$ cat src/sle_pkg.sv
// ============================================================================
// sle_pkg
// Shared types, codes and default sizes for the sequential list engine.
// ============================================================================
package sle_pkg;

    // Default list depth (entries)
    localparam int DEPTH_DEF = 64;

    // Field widths
    localparam int DATA_W = 32;
    localparam int OP_W   = 3;
    localparam int POS_W  = 8;
    localparam int STAT_W = 3;

    // Command codes
    localparam logic [OP_W-1:0] OP_CLEAR  = 3'd0;
    localparam logic [OP_W-1:0] OP_INSERT = 3'd1;
    localparam logic [OP_W-1:0] OP_DELETE = 3'd2;
    localparam logic [OP_W-1:0] OP_LOCATE = 3'd3;
    localparam logic [OP_W-1:0] OP_PURGE  = 3'd4;

    // Status codes
    localparam logic [STAT_W-1:0] ST_OK       = 3'd0;
    localparam logic [STAT_W-1:0] ST_FULL     = 3'd1;
    localparam logic [STAT_W-1:0] ST_BADPOS   = 3'd2;
    localparam logic [STAT_W-1:0] ST_EMPTY    = 3'd3;
    localparam logic [STAT_W-1:0] ST_NOTFOUND = 3'd4;

    // One result item
    typedef struct packed {
        logic [STAT_W-1:0] status;
        logic [POS_W-1:0]  found_index;
        logic [POS_W-1:0]  length;
        logic              is_empty;
    } rsp_t;

    // Memory access request from the sequencer (addresses sized for the
    // largest depth; the memory uses the low bits it needs)
    typedef struct packed {
        logic              we;
        logic [POS_W-1:0]  waddr;
        logic [DATA_W-1:0] wdata;
        logic              re;
        logic [POS_W-1:0]  raddr;
    } mem_req_t;

endpackage

$ cat src/sle_if.sv
// ============================================================================
// sle_if
// Valid/ready channel interfaces: command items in, result items out.
// ============================================================================
interface sle_cmd_if;
    logic                                valid;
    logic                                ready;
    logic [sle_pkg::OP_W-1:0]            opcode;
    logic signed [sle_pkg::DATA_W-1:0]   value;
    logic [sle_pkg::POS_W-1:0]           position;

    modport source (output valid, output opcode, output value, output position,
                    input ready);
    modport sink   (input valid, input opcode, input value, input position,
                    output ready);
endinterface

interface sle_rsp_if;
    logic                        valid;
    logic                        ready;
    logic [sle_pkg::STAT_W-1:0]  status;
    logic [sle_pkg::POS_W-1:0]   found_index;
    logic [sle_pkg::POS_W-1:0]   length;
    logic                        is_empty;

    modport source (output valid, output status, output found_index,
                    output length, output is_empty, input ready);
    modport sink   (input valid, input status, input found_index,
                    input length, input is_empty, output ready);
endinterface

$ cat src/sle_mem.sv
// ============================================================================
// sle_mem
// Entry storage: one write port, one read port with registered read data.
// ============================================================================
module sle_mem #(
    parameter int DEPTH = sle_pkg::DEPTH_DEF
) (
    input  logic                       clk,
    input  sle_pkg::mem_req_t          req,
    output logic [sle_pkg::DATA_W-1:0] rdata
);
    localparam int AW = $clog2(DEPTH);

    logic [sle_pkg::DATA_W-1:0] mem [DEPTH];

    // write port
    always_ff @(posedge clk)
    begin
        if (req.we)
        begin
            mem[req.waddr[AW-1:0]] <= req.wdata;
        end
    end

    // read port
    always_ff @(posedge clk)
    begin
        if (req.re)
        begin
            rdata <= mem[req.raddr[AW-1:0]];
        end
    end

endmodule

$ cat src/sle_seq.sv
// ============================================================================
// sle_seq
// Command sequencer: walks the entry memory one access at a time, sharing a
// single equality compare for locate and purge.
// ============================================================================
module sle_seq #(
    parameter int DEPTH = sle_pkg::DEPTH_DEF
) (
    input  logic                              clk,
    input  logic                              rst_n,
    input  logic                              in_valid,
    output logic                              in_ready,
    input  logic [sle_pkg::OP_W-1:0]          opcode,
    input  logic signed [sle_pkg::DATA_W-1:0] value,
    input  logic [sle_pkg::POS_W-1:0]         position,
    input  logic                              out_free,
    output logic                              done,
    output sle_pkg::rsp_t                     result,
    output sle_pkg::mem_req_t                 mem_req,
    input  logic [sle_pkg::DATA_W-1:0]        mem_rdata
);
    localparam int CW = $clog2(DEPTH + 1);

    // sequencer states
    localparam logic [3:0] S_IDLE  = 4'd0;
    localparam logic [3:0] S_INRD  = 4'd1;
    localparam logic [3:0] S_INWR  = 4'd2;
    localparam logic [3:0] S_INSW  = 4'd3;
    localparam logic [3:0] S_RMCHK = 4'd4;
    localparam logic [3:0] S_RMWR  = 4'd5;
    localparam logic [3:0] S_LCHK  = 4'd6;
    localparam logic [3:0] S_LCMP  = 4'd7;
    localparam logic [3:0] S_PCHK  = 4'd8;
    localparam logic [3:0] S_PCUR  = 4'd9;
    localparam logic [3:0] S_PJRD  = 4'd10;
    localparam logic [3:0] S_PJCMP = 4'd11;
    localparam logic [3:0] S_DONE  = 4'd12;

    logic [3:0]                  state_reg, state_next;
    logic [CW-1:0]               count_reg, count_next;
    logic [CW-1:0]               k_reg, k_next;
    logic [CW-1:0]               i_reg, i_next;
    logic [sle_pkg::OP_W-1:0]    op_reg, op_next;
    logic [sle_pkg::POS_W-1:0]   pos_reg, pos_next;
    logic [sle_pkg::DATA_W-1:0]  cur_reg, cur_next;
    logic [sle_pkg::STAT_W-1:0]  status_reg, status_next;
    logic [sle_pkg::POS_W-1:0]   found_reg, found_next;

    logic [sle_pkg::POS_W-1:0]   cnt8;
    logic [CW-1:0]               k_dec;
    logic                        hit;

    assign cnt8  = sle_pkg::POS_W'(count_reg);
    assign k_dec = k_reg - CW'(1);
    // shared compare unit
    assign hit   = (mem_rdata == cur_reg);

    assign in_ready = (state_reg == S_IDLE);

    // result fields
    assign result.status      = status_reg;
    assign result.found_index = found_reg;
    assign result.length      = cnt8;
    assign result.is_empty    = (count_reg == '0);

    // next-state and memory access logic
    always_comb
    begin
        state_next  = state_reg;
        count_next  = count_reg;
        k_next      = k_reg;
        i_next      = i_reg;
        op_next     = op_reg;
        pos_next    = pos_reg;
        cur_next    = cur_reg;
        status_next = status_reg;
        found_next  = found_reg;
        done        = 1'b0;
        mem_req     = '0;

        case (state_reg)
            S_IDLE:
            begin
                if (in_valid)
                begin
                    op_next     = opcode;
                    pos_next    = position;
                    cur_next    = value;
                    status_next = sle_pkg::ST_OK;
                    found_next  = '0;
                    state_next  = S_DONE;
                    case (opcode)
                        sle_pkg::OP_CLEAR:
                        begin
                            count_next = '0;
                        end
                        sle_pkg::OP_INSERT:
                        begin
                            if (count_reg == CW'(DEPTH))
                                status_next = sle_pkg::ST_FULL;
                            else if (position > cnt8)
                                status_next = sle_pkg::ST_BADPOS;
                            else if (cnt8 > position)
                            begin
                                k_next     = count_reg;
                                state_next = S_INRD;
                            end
                            else
                                state_next = S_INSW;
                        end
                        sle_pkg::OP_DELETE:
                        begin
                            if (count_reg == '0)
                                status_next = sle_pkg::ST_EMPTY;
                            else if (position >= cnt8)
                                status_next = sle_pkg::ST_BADPOS;
                            else
                            begin
                                k_next     = CW'(position) + CW'(1);
                                state_next = S_RMCHK;
                            end
                        end
                        sle_pkg::OP_LOCATE:
                        begin
                            k_next     = '0;
                            state_next = S_LCHK;
                        end
                        sle_pkg::OP_PURGE:
                        begin
                            i_next     = CW'(1);
                            state_next = S_PCHK;
                        end
                        default:
                        begin
                            state_next = S_DONE;
                        end
                    endcase
                end
            end

            // insert: move entry k-1 up to k
            S_INRD:
            begin
                mem_req.re    = 1'b1;
                mem_req.raddr = sle_pkg::POS_W'(k_dec);
                state_next    = S_INWR;
            end
            S_INWR:
            begin
                mem_req.we    = 1'b1;
                mem_req.waddr = sle_pkg::POS_W'(k_reg);
                mem_req.wdata = mem_rdata;
                k_next        = k_dec;
                if (sle_pkg::POS_W'(k_dec) > pos_reg)
                    state_next = S_INRD;
                else
                    state_next = S_INSW;
            end
            S_INSW:
            begin
                mem_req.we    = 1'b1;
                mem_req.waddr = pos_reg;
                mem_req.wdata = cur_reg;
                count_next    = count_reg + CW'(1);
                state_next    = S_DONE;
            end

            // remove: move entry k down to k-1 until the end
            S_RMCHK:
            begin
                if (k_reg < count_reg)
                begin
                    mem_req.re    = 1'b1;
                    mem_req.raddr = sle_pkg::POS_W'(k_reg);
                    state_next    = S_RMWR;
                end
                else
                begin
                    count_next = count_reg - CW'(1);
                    state_next = (op_reg == sle_pkg::OP_PURGE) ? S_PCHK : S_DONE;
                end
            end
            S_RMWR:
            begin
                mem_req.we    = 1'b1;
                mem_req.waddr = sle_pkg::POS_W'(k_dec);
                mem_req.wdata = mem_rdata;
                k_next        = k_reg + CW'(1);
                state_next    = S_RMCHK;
            end

            // locate: linear scan from the head
            S_LCHK:
            begin
                if (k_reg < count_reg)
                begin
                    mem_req.re    = 1'b1;
                    mem_req.raddr = sle_pkg::POS_W'(k_reg);
                    state_next    = S_LCMP;
                end
                else
                begin
                    status_next = sle_pkg::ST_NOTFOUND;
                    state_next  = S_DONE;
                end
            end
            S_LCMP:
            begin
                if (hit)
                begin
                    found_next = sle_pkg::POS_W'(k_reg);
                    state_next = S_DONE;
                end
                else
                begin
                    k_next     = k_reg + CW'(1);
                    state_next = S_LCHK;
                end
            end

            // purge: fetch entry i, compare it against the earlier entries and delete it on a match
            S_PCHK:
            begin
                if (i_reg < count_reg)
                begin
                    mem_req.re    = 1'b1;
                    mem_req.raddr = sle_pkg::POS_W'(i_reg);
                    state_next    = S_PCUR;
                end
                else
                    state_next = S_DONE;
            end
            S_PCUR:
            begin
                cur_next   = mem_rdata;
                k_next     = '0;
                state_next = S_PJRD;
            end
            S_PJRD:
            begin
                if (k_reg < i_reg)
                begin
                    mem_req.re    = 1'b1;
                    mem_req.raddr = sle_pkg::POS_W'(k_reg);
                    state_next    = S_PJCMP;
                end
                else
                begin
                    i_next     = i_reg + CW'(1);
                    state_next = S_PCHK;
                end
            end
            S_PJCMP:
            begin
                if (hit)
                begin
                    k_next     = i_reg + CW'(1);
                    state_next = S_RMCHK;
                end
                else
                begin
                    k_next     = k_reg + CW'(1);
                    state_next = S_PJRD;
                end
            end

            // hand the result to the output register
            S_DONE:
            begin
                if (out_free)
                begin
                    done       = 1'b1;
                    state_next = S_IDLE;
                end
            end

            default:
            begin
                state_next = S_IDLE;
            end
        endcase
    end

    // control state
    always_ff @(posedge clk or negedge rst_n)
    begin
        if (!rst_n)
        begin
            state_reg <= S_IDLE;
            count_reg <= '0;
        end
        else
        begin
            state_reg <= state_next;
            count_reg <= count_next;
        end
    end

    // working registers
    always_ff @(posedge clk)
    begin
        k_reg      <= k_next;
        i_reg      <= i_next;
        op_reg     <= op_next;
        pos_reg    <= pos_next;
        cur_reg    <= cur_next;
        status_reg <= status_next;
        found_reg  <= found_next;
    end

    // checks
    a_count_bound: assert property (@(posedge clk) disable iff (!rst_n)
        count_reg <= CW'(DEPTH))
        else $error("entry count above depth");

    a_leave_idle: assert property (@(posedge clk) disable iff (!rst_n)
        (in_valid && in_ready) |=> (state_reg != S_IDLE))
        else $error("accepted item did not start");

    a_dup_scan: assert property (@(posedge clk) disable iff (!rst_n)
        (state_reg == S_PJCMP) |-> (k_reg < i_reg))
        else $error("duplicate scan past current entry");

    a_shift_up: assert property (@(posedge clk) disable iff (!rst_n)
        (state_reg == S_INWR) |-> (sle_pkg::POS_W'(k_reg) > pos_reg))
        else $error("insert shift below position");

endmodule

$ cat src/sequential_list_engine_unit.sv
// ============================================================================
// sequential_list_engine_unit
// Ordered list of signed words with clear, insert, delete, locate and purge.
// ============================================================================
//  channel | dir | handshake     | payload
//  cmd     | in  | valid / ready | opcode, value, position
//  rsp     | out | valid / ready | status, found_index, length, is_empty
//
//  One command at a time; cmd.ready is high only while the sequencer waits.
//  Entry memory has one read and one write port: each entry moved takes a
//  read and a write; each entry compared takes a read and then a compare.
//  Reset empties the list; entry contents are not cleared.
//  A result waits in the output register; the next command is accepted
//  meanwhile, and the sequencer holds its own result while that register is full.
// ============================================================================
module sequential_list_engine_unit #(
    parameter int DEPTH = sle_pkg::DEPTH_DEF
) (
    input  logic      clk,
    input  logic      rst_n,
    sle_cmd_if.sink   cmd,
    sle_rsp_if.source rsp
);
    sle_pkg::mem_req_t          mem_req;
    logic [sle_pkg::DATA_W-1:0] mem_rdata;
    sle_pkg::rsp_t              seq_result;
    logic                       seq_done;
    logic                       out_free;

    logic                       out_valid_reg, out_valid_next;
    sle_pkg::rsp_t              out_data_reg;

    sle_seq #(
        .DEPTH (DEPTH)
    ) u_seq (
        .clk       (clk),
        .rst_n     (rst_n),
        .in_valid  (cmd.valid),
        .in_ready  (cmd.ready),
        .opcode    (cmd.opcode),
        .value     (cmd.value),
        .position  (cmd.position),
        .out_free  (out_free),
        .done      (seq_done),
        .result    (seq_result),
        .mem_req   (mem_req),
        .mem_rdata (mem_rdata)
    );

    sle_mem #(
        .DEPTH (DEPTH)
    ) u_mem (
        .clk   (clk),
        .req   (mem_req),
        .rdata (mem_rdata)
    );

    // output register
    assign out_free = !out_valid_reg || rsp.ready;

    always_comb
    begin
        out_valid_next = out_valid_reg;
        if (seq_done)
            out_valid_next = 1'b1;
        else if (rsp.ready)
            out_valid_next = 1'b0;
    end

    always_ff @(posedge clk or negedge rst_n)
    begin
        if (!rst_n)
            out_valid_reg <= 1'b0;
        else
            out_valid_reg <= out_valid_next;
    end

    always_ff @(posedge clk)
    begin
        if (seq_done)
            out_data_reg <= seq_result;
    end

    assign rsp.valid       = out_valid_reg;
    assign rsp.status      = out_data_reg.status;
    assign rsp.found_index = out_data_reg.found_index;
    assign rsp.length      = out_data_reg.length;
    assign rsp.is_empty    = out_data_reg.is_empty;

endmodule
$ cat src/flat_wrapper.sv
// flat-port wrapper written by rule: the top's interface ports become plain ports
module sequential_list_engine_unit_flat 
#(
    parameter int DEPTH = sle_pkg::DEPTH_DEF
)
  (clk, rst_n, cmd_valid, cmd_opcode, cmd_value, cmd_position, cmd_ready, rsp_valid, rsp_status, rsp_found_index, rsp_length, rsp_is_empty, rsp_ready);
  sle_cmd_if cmd_i ();
  sle_rsp_if rsp_i ();
  input  logic clk;
  input  logic rst_n;
  input wire logic [$bits(cmd_i.valid)-1:0] cmd_valid;
  input wire logic [$bits(cmd_i.opcode)-1:0] cmd_opcode;
  input wire logic [$bits(cmd_i.value)-1:0] cmd_value;
  input wire logic [$bits(cmd_i.position)-1:0] cmd_position;
  output wire logic [$bits(cmd_i.ready)-1:0] cmd_ready;
  output wire logic [$bits(rsp_i.valid)-1:0] rsp_valid;
  output wire logic [$bits(rsp_i.status)-1:0] rsp_status;
  output wire logic [$bits(rsp_i.found_index)-1:0] rsp_found_index;
  output wire logic [$bits(rsp_i.length)-1:0] rsp_length;
  output wire logic [$bits(rsp_i.is_empty)-1:0] rsp_is_empty;
  input wire logic [$bits(rsp_i.ready)-1:0] rsp_ready;
  assign cmd_i.valid = cmd_valid;
  assign cmd_i.opcode = cmd_opcode;
  assign cmd_i.value = cmd_value;
  assign cmd_i.position = cmd_position;
  assign cmd_ready = cmd_i.ready;
  assign rsp_valid = rsp_i.valid;
  assign rsp_status = rsp_i.status;
  assign rsp_found_index = rsp_i.found_index;
  assign rsp_length = rsp_i.length;
  assign rsp_is_empty = rsp_i.is_empty;
  assign rsp_i.ready = rsp_ready;
  sequential_list_engine_unit #(.DEPTH(DEPTH)) u_core (.clk(clk), .rst_n(rst_n), .cmd(cmd_i), .rsp(rsp_i));
endmodule
$ cat config.mk
export PLATFORM = sky130hd
export DESIGN_NAME = sequential_list_engine_unit_flat
export DESIGN_NICKNAME = d
export VERILOG_FILES = /design/src/sle_pkg.sv /design/src/sle_if.sv /design/src/sle_mem.sv /design/src/sle_seq.sv /design/src/sequential_list_engine_unit.sv /design/src/flat_wrapper.sv
export SDC_FILE = /design/constraint.sdc
export NUM_CORES = 2
export LEC_CHECK = 0
export BUFFER_PORTS_ARGS = -buffer_cell sky130_fd_sc_hd__buf_2
export CAP_MARGIN = 20
export CORE_MARGIN = 2
export CORE_UTILIZATION = 50
export DETAILED_ROUTE_END_ITERATION = 12
export PLACE_DENSITY = 0.65
export REMOVE_ABC_BUFFERS = 1
export SYNTH_ARGS = -nofsm -noshare
export SYNTH_HDL_FRONTEND = slang
export SYNTH_SLANG_ARGS = --single-unit
$ cat constraint.sdc
create_clock -name clk -period 4.8 [get_ports clk]
set_input_delay 0.96 -clock clk [delete_from_list [all_inputs] [get_ports clk]]
set_output_delay 0.96 -clock clk [all_outputs]
set_load 0.05 [all_outputs]
==> flow_metrics.env <==
export IMPL_dominantRegCellSynth="edfxtp_1"
export IMPL_cts_made_buffers=214
export IMPL_hold_path_depth=1
export IMPL_layout_min_cycle_time_ns=4.72
export IMPL_layout_common_cells="edfxtp_1, nand2_1, buf_4, a21oi_1, mux4_2"
export IMPL_grt_pass1_vias=51800
export IMPL_worst_pin_slew_ns=1.12
export IMPL_startpoint="u_core.u_seq.k_reg[1]$_DFFE_PP_"
export IMPL_synth_edf_count=2165
export IMPL_startpoint_type="flip-flop"
export IMPL_status="completed"
export IMPL_crit_chain="buf_4 > inv_1 > ha_1 > nor3b_1 > xnor2_1 > a32oi_1 > buf_4 > o211ai_1 > nor2_2 > buf_4 > nand2_1 > o211ai_1 > or4_1"
export IMPL_clk_latency_ns=0.88
export IMPL_cpPeakStageDelay_ns=0.64
export IMPL_mostFrequentLayoutCell="edfxtp_1"
export IMPL_clock_sinks=2177
export IMPL_grt_overflow_total=0
export IMPL_ys_top_cells_by_area="edfxtp_1, mux4_2, nand2_1"
export IMPL_netlist_area_leader_share=0.746
export IMPL_grt_usage=0.323
export IMPL_netlist_area_um2=87100
export IMPL_power_density_nw_per_um2=631
export IMPL_initial_utilization=0.502
export IMPL_post_route_period_util=0.983
export IMPL_crit_slowest_cell="nor2_2"
export IMPL_route_detailed_drc=0
export IMPL_yosysUniqueCellTypes=83
export IMPL_p_total_uw=64300
export IMPL_fin_area_um2=102000
export IMPL_die_x_um=421
export IMPL_path_class="reg2reg"
export IMPL_num_rows=153
export IMPL_dp_hpwl_mm=181
export IMPL_grt_start_max_net_pins=65
export IMPL_numPortBuffers=66
export IMPL_end_kind="flip-flop"
export IMPL_drv_cap=0
export IMPL_cp_common_cell="buf_4"
export IMPL_grt_pass1_wl_mm=402
export IMPL_r2r_end="u_core.u_mem.rdata[21]$_DFFE_PP_"
export IMPL_synth_top_area_cell="edfxtp_1"
export IMPL_routed_wl_mm=291
export IMPL_grt_setup_unrepaired="false"
export IMPL_area_delta_synth_final_pct=17.0
export IMPL_fmax_ghz=0.212
export IMPL_nets=5773
export IMPL_p_leak_uw=0.0346
export IMPL_dr_pass1_iters=7
export IMPL_slew_violations=0
export IMPL_routed_via_count=54800
export IMPL_rrSetupSlack_ns=0.08
export IMPL_syn_area_per_cell_um2=16.8
export IMPL_h_tree_depth=4
export IMPL_critical_path_arrival_ns=5.41
export IMPL_place_area_um2=95300
export IMPL_hold_viol_final=0
export IMPL_antenna_found_initial=17
export IMPL_crit_fanout=6
export IMPL_die_area_um2=178000
export IMPL_ios=69
export IMPL_clockBufferDepth=3
export IMPL_setup_viol_count_final=0
export IMPL_skew_ns=0.0603
export IMPL_vias_per_cell=6.70
export IMPL_synthArstFlopShare=0.00551
export IMPL_drt_initial_drc_count=9151
export IMPL_holdCritStartpoint="cmd_position[7]"
export IMPL_path_clk_slew_ns=0.07
export IMPL_r2r_start="u_core.u_seq.k_reg[1]$_DFFE_PP_"
export IMPL_largest_register_ffs=2048
export IMPL_hp_class="in2reg"
export IMPL_min_to="u_core.u_seq.pos_reg[7]$_DFFE_PP_"
export IMPL_ys_seq_area_frac=0.750
export IMPL_coreArea_um2=173000
export IMPL_ant_nets=0
export IMPL_ys_warn_count=0
export IMPL_clock_root_buffer="clkbuf_16"
export IMPL_gp_congestion=0.930
export IMPL_tritoncts="yes"
export IMPL_peakVddDrop_mv=0.484
export IMPL_wl_per_cell_um=35.6
export IMPL_syn_inst=5196
export IMPL_maxSlewHeadroom=0.255
export IMPL_layout_drive_gt1_share=0.221
export IMPL_reg2regPathDepth=13
export IMPL_required_ns=5.50
export IMPL_die_h_um=421
export IMPL_ys_ff_latch=2177
[final cells by class]
| cell class | count | area [um2] |
|---|---|---|
| fillers | 12800 | 71500 |
| flip-flops and latches | 2177 | 65300 |
| multi-input cells | 2683 | 21000 |
| repair buffers | 577 | 6010 |
| clock buffers | 265 | 5550 |
| well taps | 2325 | 2910 |
| clock inverters | 114 | 970 |
| inverters | 31 | 116 |
| diodes | 9 | 22.5 |
[report_power, final]
group	switching, uW	internal, uW	leakage [uW]
clock	7160	8810	0.00318
sequential	444	22800	0.0203
combinational	16100	8940	0.0112
total	23700	40600	0.0346
[cell usage after synthesis (all sizes together) (67+ instances only)]
| cell type | count |
|---|---|
| edfxtp | 2165 |
| nor2 | 152 |
| mux4 | 252 |
| a211oi | 67 |
| nor3 | 74 |
| mux2i | 159 |
| nand3 | 143 |
| o21ai | 151 |
| nand2 | 633 |
| a21oi | 292 |
| buf | 184 |
| mux2 | 67 |
| clkbuf | 122 |
[how the worst max path moves through the flow]
stage,end,slack [ns],cells after the start
5_1_grt,u_core.u_mem.rdata[16]$_DFFE_PP_,0.007,13
3_3_place_gp,u_core.u_mem.rdata[26]$_DFFE_PP_,-0.48,13
4_1_cts,u_core.u_mem.rdata[13]$_DFFE_PP_,0.06,14
3_5_place_dp,u_core.u_mem.rdata[13]$_DFFE_PP_,-0.08,14
6_report,u_core.u_mem.rdata[21]$_DFFE_PP_,0.08,13
2_1_floorplan,u_core.u_mem.rdata[4]$_DFFE_PP_,-12.05,10
[metrics by stage]
| stage | util | hold slack, ns | TNS (ns) | setup slack (ns) | cells |
|---|---|---|---|---|---|
| 2_1_floorplan | - | 0.400 | -2213.03 | -12.05 | 4891 |
| 3_3_place_gp | 0.549 | 0.403 | -0.526 | -0.480 | 7788 |
| 3_5_place_dp | 0.550 | 0.405 | -0.0803 | -0.0803 | 7791 |
| 4_1_cts | 0.587 | 0.350 | 0 | 0.0580 | 8171 |
| 5_1_grt | 0.587 | 0.376 | 0 | 0.00665 | 8174 |
| 6_report | 0.588 | 0.395 | 0 | 0.0821 | 8181 |
[kinds of logic after synthesis]
family / share of synthesized area
xor gates and xnor gates: 0.00563
muxes: 0.0921
and+or+nand+nor: 0.0607
other: 0.0000430
AOI/OAI and AO/OA: 0.0678
buffers and inverters: 0.0180
DFF: 0.750
adders and majority gates: 0.00612
[per-layer routing]
metal | global-route usage | routed length (um)
met1 | 0.446 | 105000
met5 | 0 | 37
met2 | 0.488 | 130000
met4 | 0.168 | 18300
met3 | 0.0700 | 37800
[worst max-delay path: cells and delay by family (launching register included)]
family | cells | cell delay, ns
buf+inv | 4 | 0.79
fa+ha+maj | 1 | 0.27
xor+xnor | 1 | 0.33
simple gates | 4 | 1.35
flops | 1 | 0.52
compound gates | 3 | 1.31
[timing repair]
action | 4_1_cts | 5_1_grt
endpoints found under the hold margin | 1 | 0
setup buffers | 0 | 1
gates resized for setup | 1 | 4
setup endpoints to repair | 1 | 12
pin swaps | 0 | 1
hold buffers | 1 | 0
cloned | 0 | 1
Power figures use the tool's default switching activity.
